File: src/hdl/pmpd_pkg.sv
`timescale 1ns / 1ps

package pmpd_pkg;

  // status byte bit positions
  localparam int unsigned BIT_LEFT   = 0;
  localparam int unsigned BIT_RIGHT  = 1;
  localparam int unsigned BIT_SYNC   = 3;
  localparam int unsigned BIT_X_SIGN = 4;
  localparam int unsigned BIT_Y_SIGN = 5;
  localparam int unsigned BIT_X_OVF  = 6;
  localparam int unsigned BIT_Y_OVF  = 7;

  localparam int POS_MAX   = 32767;
  localparam int POS_MIN   = -32768;
  localparam int OVF_EXTRA = 255;

  typedef logic [1:0] edge_code_t;
  localparam edge_code_t EDGE_NONE    = 2'd0;
  localparam edge_code_t EDGE_PRESS   = 2'd1;
  localparam edge_code_t EDGE_RELEASE = 2'd2;

  typedef logic signed [15:0] pos_t;

  // one framed packet
  typedef struct packed {
    logic [7:0] status;
    logic [7:0] dx;
    logic [7:0] dy;
  } pkt_t;

  function automatic edge_code_t edge_of(input logic prev, input logic cur);
    edge_code_t e;
    if (prev == cur) e = EDGE_NONE;
    else if (cur)    e = EDGE_PRESS;
    else             e = EDGE_RELEASE;
    return e;
  endfunction

endpackage

File: src/hdl/pmpd_byte_if.sv
`timescale 1ns / 1ps

interface pmpd_byte_if;
  logic       valid;
  logic       ready;
  logic [7:0] rx_byte;

  modport source (output valid, output rx_byte, input ready);
  modport sink (input valid, input rx_byte, output ready);
endinterface

File: src/hdl/pmpd_framer.sv
`timescale 1ns / 1ps

module pmpd_framer
  import pmpd_pkg::*;
(
  input  logic      clk,
  input  logic      rst,
  pmpd_byte_if.sink rx,
  output pkt_t      pkt,
  output logic      pkt_valid,
  input  logic      pkt_ready
);

  localparam logic [1:0] PH_STATUS = 2'd0;
  localparam logic [1:0] PH_X      = 2'd1;
  localparam logic [1:0] PH_Y      = 2'd2;

  logic [1:0] phase;
  logic [7:0] status_byte;
  logic [7:0] dx_byte;
  logic       take;

  // a waiting packet only blocks if the decoder cannot take it this cycle
  assign rx.ready = !pkt_valid || pkt_ready;
  assign take     = rx.valid && rx.ready;

  always_ff @(posedge clk) begin
    if (rst) begin
      phase       <= PH_STATUS;
      status_byte <= '0;
      dx_byte     <= '0;
      pkt_valid   <= 1'b0;
    end else begin
      if (pkt_valid && pkt_ready) pkt_valid <= 1'b0;
      if (take) begin
        unique case (phase)
          PH_X: begin
            dx_byte <= rx.rx_byte;
            phase   <= PH_Y;
          end
          PH_Y: begin
            pkt.status <= status_byte;
            pkt.dx     <= dx_byte;
            pkt.dy     <= rx.rx_byte;
            pkt_valid  <= 1'b1;
            phase      <= PH_STATUS;
          end
          default: begin
            // unused phase code behaves as the status phase
            if (rx.rx_byte[BIT_SYNC]) begin
              status_byte <= rx.rx_byte;
              phase       <= PH_X;
            end else begin
              phase <= PH_STATUS;
            end
          end
        endcase
      end
    end
  end

endmodule

File: src/flat_wrapper.sv
// flat-port wrapper written by rule: the top's interface ports become plain ports
module pmpd_framer_flat import pmpd_pkg::*;
  (clk, rst, pkt, pkt_valid, pkt_ready, rx_valid, rx_rx_byte, rx_ready);
  pmpd_byte_if rx_i ();
  input  logic clk;
  input  logic rst;
  output pkt_t pkt;
  output logic pkt_valid;
  input  logic pkt_ready;
  input wire logic [$bits(rx_i.valid)-1:0] rx_valid;
  input wire logic [$bits(rx_i.rx_byte)-1:0] rx_rx_byte;
  output wire logic [$bits(rx_i.ready)-1:0] rx_ready;
  assign rx_i.valid = rx_valid;
  assign rx_i.rx_byte = rx_rx_byte;
  assign rx_ready = rx_i.ready;
  pmpd_framer u_core (.clk(clk), .rst(rst), .rx(rx_i), .pkt(pkt), .pkt_valid(pkt_valid), .pkt_ready(pkt_ready));
endmodule
File: config.mk
export PLATFORM = sky130hd
export DESIGN_NAME = pmpd_framer_flat
export DESIGN_NICKNAME = d
export VERILOG_FILES = /design/src/hdl/pmpd_pkg.sv /design/src/hdl/pmpd_byte_if.sv /design/src/hdl/pmpd_framer.sv /design/src/flat_wrapper.sv
export SDC_FILE = /design/constraint.sdc
export NUM_CORES = 1
export LEC_CHECK = 0
export BUFFER_PORTS_ARGS = -buffer_cell sky130_fd_sc_hd__buf_2
export CORE_MARGIN = 10
export CORE_UTILIZATION = 33
export DETAILED_ROUTE_END_ITERATION = 8
export GPL_ROUTABILITY_DRIVEN = 0
export PLACE_DENSITY = 0.62
export SYNTH_ARGS = -nofsm -noshare
export SYNTH_HDL_FRONTEND = slang
export SYNTH_SLANG_ARGS = --single-unit
export TNS_END_PERCENT = 30
File: constraint.sdc
create_clock -name clk -period 3.65 [get_ports clk]
set_clock_uncertainty 0.2 [all_clocks]
set_input_delay 0.1825 -clock clk [delete_from_list [all_inputs] [get_ports clk]]
set_output_delay 0.1825 -clock clk [all_outputs]
set_load 0.05 [all_outputs]
* Word level (Yosys, flattened, before mapping)
Index checks and enable logic that the tools add are counted.
** Storage, ports and cells
- Register bits :: 43
- Bits of input ports :: 12
- Logic and storage cells :: 24
** Cells by class
- Equal/unequal tests :: 2
- Mux-type cells :: 5
- Bitwise logic cells :: 2
- Reductions and logical operators :: 8
** Operator list (number)
- $reduce_and 3->1 :: 2
- $mux 1 :: 4
- $pmux 2 s2 :: 1
- $eq 2x1->1 const B :: 1
- $eq 2x2->1 const B :: 1
- $logic_and 1x1->1 :: 2
- $not 1->1 :: 2
- $reduce_and 2->1 :: 1
- $reduce_or 2->1 :: 1
- $logic_not 1->1 :: 1
- $logic_or 1x1->1 :: 1

* Longest topological paths before layout
Gate-level depths: netlist of run 1.
- Depth after elaboration :: 4
- Gate-level depth with buffers :: 6
- Depth with buffers taken out :: 5

* Least setup slack after synthesis of run 1
No wires, ideal clock.
- Path type :: flip-flop to flip-flop
- From :: register u_core.pkt_valid
- To :: register u_core.pkt[0] (netlist name)
- Arrival :: 3.326 ns
- Data required time :: 2.976 ns
- Slack :: -0.351 ns
- Cell stages (with the launch flop) :: 4
- Clock period less this slack :: 4.001 ns
- Path through :: dfxtp_1 nor2b_4 buf_6 nor4b_1
** On the way
- Cells in the longest elaborated chain, start to end :: 4
** Ends and longest elaborated chain
- start: declaration :: RTL line pmpd_framer.sv:10 : output logic pkt_valid,
- start signal: assignment :: RTL line pmpd_framer.sv:32 : pkt_valid <= 1'b0;
- start signal: assignment :: RTL line pmpd_framer.sv:34 : if (pkt_valid && pkt_ready) pkt_valid <= 1'b0;
- start signal: assignment :: RTL line pmpd_framer.sv:45 : pkt_valid <= 1'b1;
- $logic_not 1->1 :: RTL line pmpd_framer.sv:24 : assign rx.ready = !pkt_valid || pkt_ready;
- $logic_or 1x1->1 :: RTL line pmpd_framer.sv:24
- $logic_and 1x1->1 :: RTL line pmpd_framer.sv:25 : assign take = rx.valid && rx.ready;
- $reduce_and 3->1 (no source line)
Every way passes these cells.
A chain may end at the register's enable or synchronous reset.

* Worst setup path after layout of run 1
- From :: input rx_valid
- To :: register u_core.pkt[21] (netlist name)
** On the way
- Cells in the longest elaborated chain, start to end :: 2
** Ends and longest elaborated chain
- start: declaration :: RTL line flat_wrapper.sv:10 : input wire logic [$bits(rx_i.valid)-1:0] rx_valid;
- $logic_and 1x1->1 :: RTL line pmpd_framer.sv:25
- $reduce_and 3->1 (no source line)
Every way passes these cells.

==> out/qor.yml, run 1 <==
status: "finished clean"
start_kind: "primary input"
r2r_slack_ns: 1.66
min_path_type: "primary input to flop"
drv_cap: 0
dieArea_um2: 7849
core_area_um2: 4444
max_freq_mhz: 466.2
synthCells: 108
dr.pass1.iters: 3
cts_sinks: 43
worst-path-buf-inv: 4
ctsLongestPathBuffers: 2
ys_seq_area_share_pct: 70.91
cts_buffers: 5
worstPathCellList: "dlygate4sd3_1, buf_2, inv_2, nor4b_4, buf_4"
finalPower_w: 0.0009342
met2_usage_pct: 13.66
cts_resized: 0
ant_nets: 0
grt_pass1_wl_mm: 5.154
start_util_pct: 34.94
die_w_um: 88.60
die_h_um: 88.60
cts_setup_buffers: 0
max_slew_margin_pct: 55.05
port_buffers: 37
max_slew.worst_pin.slew_ns: 0.6714
cp_max_fo: 15
worstSetupPathType: "primary input to flop"
clock_tree.root_cell: "clkbuf_8"
grt_busiest_layer: "met2"
final_common_cell: "buf_2"
ys_types: 21
layout_min_cycle_time_ns: 2.145
slowest_delay_ns: 0.65
drv_slew: 0
fin_setup_tns_ns: 0
met3_usage_pct: 2.757
overflow: 0
diodes: 0
num_rows: 24
wl_mm: 3.257
ios: 38
vias: 969
drc: 0
rsz0062_at_grt: "no"
syn_area_per_cell_um2: 14.38
track_usage_pct: 8.783
fill_cells: 421
path_clk_slew_ns: 0.08
p_leak_nw: 0.7887
ys_ff_latch: 43
wire_per_inst_um: 15.51
finalSetupViolCount: 0
grt_util_met1_pct: 10.31
crit_required_ns: 3.44
layout-drive-gt1-share_pct: 31.01
hold_viol: 0
cts_tree: "yes"
grt_start_max_net_pins: 28
antenna_found_initial: 0
power.density_nw_per_um2: 468.1
cp_slowest_cell: "nor4b_4"
final_cell_mix: "37 x buf_2, 24 x edfxtp_1, 21 x nand2b_1, 19 x dfxtp_1, 14 x mux2i_1"
drt_iter0_drc: 31
viasPerCell: 4.614
peakVddDrop_v: 0.0001518
cp.arrival_ns: 1.93
yosysWarnings: 0
cts_hold_repair.buffers: 9
area_growth_pct: 28.53
place_inst: 193
cp_top_family: "buffers and inverters"
fin_crit_sh_pct: 58.77
grt_pass1_vias: 1012
fin_cells: 210
synth_fp_nets: 122
clk_latency_ns: 0.29
crit_path_end_kind: "flop"
synth_area_um2: 1553
num-nets-final: 171
htreeDepth: 2
cell usage after synthesis (all sizes together):
cell type,instances,area (um^2)
o31ai,1,7.510
clkbuf,3,11.26
dfxtp,19,380.4
a21oi,5,25.02
nand2b,21,131.4
edfxtp,24,720.7
inv,6,22.52
nand2,2,7.510
mux2i,14,140.1
buf,2,16.26
nor4b,1,8.760
o21ai,2,10.01
ha,2,25.02
or3,1,6.260
nor3,2,15.01
nand3,1,5.000
nor2b,1,13.76
nand4,1,6.260
area by class of cell:
class	instances	area, um^2	share of cell area, %
timing repair buffer	47	282.8	14.17
clock buffer	5	68.82	3.448
sequential	43	1101	55.17
tap	52	65.06	3.260
inverter	6	22.52	1.129
multi-input combinational	54	416.7	20.88
clock inverter	3	38.79	1.944
routing by layer:
layer	routed length, um	vias to the layer above
met5	0	-
li1	-	475
met3	177	6
met2	1495	30
met1	1507	458
met4	78	0
power breakdown:
part | total [W] | leakage, nW | switching [W] | internal, W
clock network | 0.000353 | 0.0556 | 0.000153 | 0.000200
logic | 0.0000568 | 0.358 | 0.0000310 | 0.0000258
registers | 0.000524 | 0.376 | 0.00000480 | 0.000520
total | 0.000934 | 0.789 | 0.000189 | 0.000746
through the flow:
step | hold slack [ns] | utilization, % | cell area (um^2) | setup slack [ns]
after floorplan | 0.08137 | - | 1559 | 0.8335
after global placement | 0.1773 | 40.46 | 1798 | 1.730
after detailed placement | 0.1772 | 40.46 | 1798 | 1.654
after CTS | 0.08755 | 44.90 | 1996 | 1.498
after global routing | 0.1069 | 44.90 | 1996 | 1.368
final | 0.08640 | 44.90 | 1996 | 1.505
tightest hold or removal path, cell delays in order:
cell	delay, ns
buf_2	0.10
nor2b_4	0.06
inv_1	0.11
a21oi_1	0.08
logic make-up after synthesis:
family | Yosys count | share of synthesized area [%]
AND/OR/NAND/NOR | 30 | 12.49
buffers and inverters | 11 | 3.223
adder cells (fa/ha/maj) | 2 | 1.611
multiplexers | 14 | 9.025
AO/OA/AOI/OAI | 8 | 2.740
flip-flops | 43 | 70.91
registers in the layout, indices dropped and copies added (netlist names):
signal              flops
u_core.status_byte      8
u_core.phase            2
u_core.dx_byte          8
u_core.pkt_valid        1
u_core.pkt             24
path summary, 6_finish.rpt:
kind,startpoint,endpoint,depth (start not counted)
min reg2reg,u_core.status_byte[0]$_SDFFE_PP0P_,u_core.pkt[16]$_DFFE_PP_,0
min,pkt_ready,u_core.pkt_valid$_SDFF_PP0_,4
max reg2reg,u_core.phase[0]$_SDFFE_PP0P_,u_core.pkt[21]$_DFFE_PP_,4
max,rx_valid,u_core.pkt[21]$_DFFE_PP_,5
No activity file was read; power rests on OpenSTA's default activity.
==> inputs of run 2 (changes only) <==
- PLACE_DENSITY: 0.62 -> 0.6
- clock period: 3.65 -> 2.1 ns (I/O delays scaled with it)
==> run 2 against run 1 <==
Via count decreased by 1.5%. Non-clock buffer count increased by 2. Design area increased by 1.1%. Core utilization increased by 0.48 points. Wire length decreased by 8.0%. Critical endpoint is now u_core.status_byte[5]$_SDFFE_PP0P_.
==> out/qor.yml, run 2 (synthesis results as in run 1) <==
status: "finished clean"
max_slew.worst_pin.slew_ns: 0.5198
cp_slowest_cell: "or3_1"
layout-drive-gt1-share_pct: 32.50
top_layer_used: "met4"
power.density_nw_per_um2: 808.2
fin_crit_sh_pct: 81.45
path_clk_slew_ns: 0.07
die_h_um: 88.60
hold_end: "u_core.pkt_valid$_SDFF_PP0_"
intPower_w: 0.001303
clockPowerShare_pct: 38.0
vias: 954
power_frac_seq_pct: 55.8
slowest_delay_ns: 0.45
cp_max_fo: 5
die_w_um: 88.60
reg2reg_depth: 5
track_usage_pct: 8.251
wl_mm: 2.996
largest-register: "u_core.pkt"
place_inst: 195
rsz0062_at_grt: "no"
port_buffers: 37
dieArea_um2: 7849
final_cell_mix: "37 x buf_2, 24 x edfxtp_1, 21 x nand2b_1, 18 x dfxtp_1, 14 x mux2i_1"
antenna_found_initial: 0
layout_min_cycle_time_ns: 1.711
p_leak_nw: 0.7955
largestRegisters: "u_core.pkt: 24 flops, u_core.dx_byte: 8 flops, u_core.status_byte: 8 flops"
worstSetupPathType: "flop to flop"
drc: 0
viasPerCell: 4.500
cts_resized: 0
finalSetupViolCount: 0
clock_tree.root_cell: "clkbuf_8"
hold_viol: 0
wire_per_inst_um: 14.13
grt_pass1_wl_mm: 4.885
timing.rr.end: "u_core.status_byte[5]$_SDFFE_PP0P_"
drt_iter0_drc: 39
num-nets-final: 173
wl_met2_mm: 1.462
min_from: "pkt_ready"
r2r_start: "u_core.phase[0]$_SDFFE_PP0P_"
wl_met3_um: 232
fin_cells: 212
drv_cap: 0
max_slew_margin_pct: 65.16
start_util_pct: 34.94
ctsLongestPathBuffers: 2
final_common_cell: "buf_2"
finalPower_w: 0.001630
r2r_slack_ns: 0.39
cts_hold_repair.buffers: 9
max_freq_mhz: 584.6
peakVddDrop_v: 0.0003392
cts_setup_buffers: 0
worstPathCellList: "inv_1, ha_1, nand2_1, or3_1, mux2i_1"
min_path_type: "primary input to flop"
worst-path-buf-inv: 1
dpl.hpwl_mm: 2.232
clk_latency_ns: 0.29
p_switching_w: 0.0003267
drv_slew: 0
largest_reg_flops: 24
cts_tree: "yes"
area_growth_pct: 29.89
cts_sinks: 43
dr.pass1.iters: 4
ant_nets: 0
diodes: 0
ios: 38
crit_path_end_kind: "flop"
start_kind: "flop"
num_rows: 24
cts_buffers: 5
cp_top_family: "simple AND/OR/NAND/NOR gates"
comb_power_share_pct: 6.1
overflow: 0
htreeDepth: 2
grt_pass1_vias: 991
core_area_um2: 4444
sw_frac_of_total_pct: 20.04
min_path_cells: 4
wl_met1_mm: 1.230
crit_required_ns: 2.07
cp.arrival_ns: 1.68
grt_start_max_net_pins: 27
crit_cells: 5
==> run 2: cell count changes in the layout (fill, tap and decap cells not counted), sizes merged <==
cell,previous run,this run
buf,38,40
clkbuf,5,6
clkinv,2,0
clkinvlp,0,1
==> run 2: routing by layer <==
layer,vias up,track usage (%)
met4,0,4.846
met2,23,13.19
met1,452,8.788
li1,472,-
met5,-,0
met3,7,3.860
==> run 2: worst min-delay path, stage by stage <==
cell,delay (ns)
buf_2,0.10
nor2b_4,0.06
inv_1,0.12
a21oi_1,0.07
==> run 2: worst max-delay path by stage <==
stage,start,to
after floorplan,u_core.pkt_valid$_SDFF_PP0_,u_core.pkt[0]$_DFFE_PP_
after global placement,u_core.phase[0]$_SDFFE_PP0P_,u_core.status_byte[6]$_SDFFE_PP0P_
after detailed placement,u_core.phase[0]$_SDFFE_PP0P_,u_core.status_byte[5]$_SDFFE_PP0P_
after CTS,u_core.phase[0]$_SDFFE_PP0P_,u_core.status_byte[0]$_SDFFE_PP0P_
after global routing,u_core.phase[0]$_SDFFE_PP0P_,u_core.status_byte[1]$_SDFFE_PP0P_
final,u_core.phase[0]$_SDFFE_PP0P_,u_core.status_byte[5]$_SDFFE_PP0P_
==> run 2: layout make-up <==
class / count / area [um^2]
Tap cell: 52 / 65.06
Clock inverter: 2 / 37.54
Multi-Input combinational cell: 54 / 416.7
Timing Repair Buffer: 49 / 297.8
Sequential cell: 43 / 1105
Fill cell: 422 / 2427
Clock buffer: 6 / 72.57
Inverter: 6 / 22.52
==> run 2: power groups by stage <==
stage / Sequential, W / Clock [W] / Combinational, W
after floorplan: 0.000937 / 0 / 0.0000497
after global placement: 0.000929 / 0 / 0.0000838
after detailed placement: 0.000930 / 0 / 0.0000880
after CTS: 0.000910 / 0.000638 / 0.000101
after global routing: 0.000912 / 0.000671 / 0.000110
final: 0.000910 / 0.000620 / 0.0000998
==> run 2: stage by stage <==
step | TNS, ns | instance area, um^2 | hold slack, ns | utilization (%) | setup slack, ns
5_1_grt | 0 | 2017 | 0.02497 | 45.38 | 0.3011
3_3_place_gp | 0 | 1817 | 0.09914 | 40.88 | 0.5008
2_1_floorplan | -1.841 | 1572 | 0.003869 | - | -0.07670
4_1_cts | 0 | 2017 | 0.0009240 | 45.38 | 0.4049
6_report | 0 | 2017 | 0.008930 | 45.38 | 0.3895
3_5_place_dp | 0 | 1817 | 0.09965 | 40.88 | 0.4221
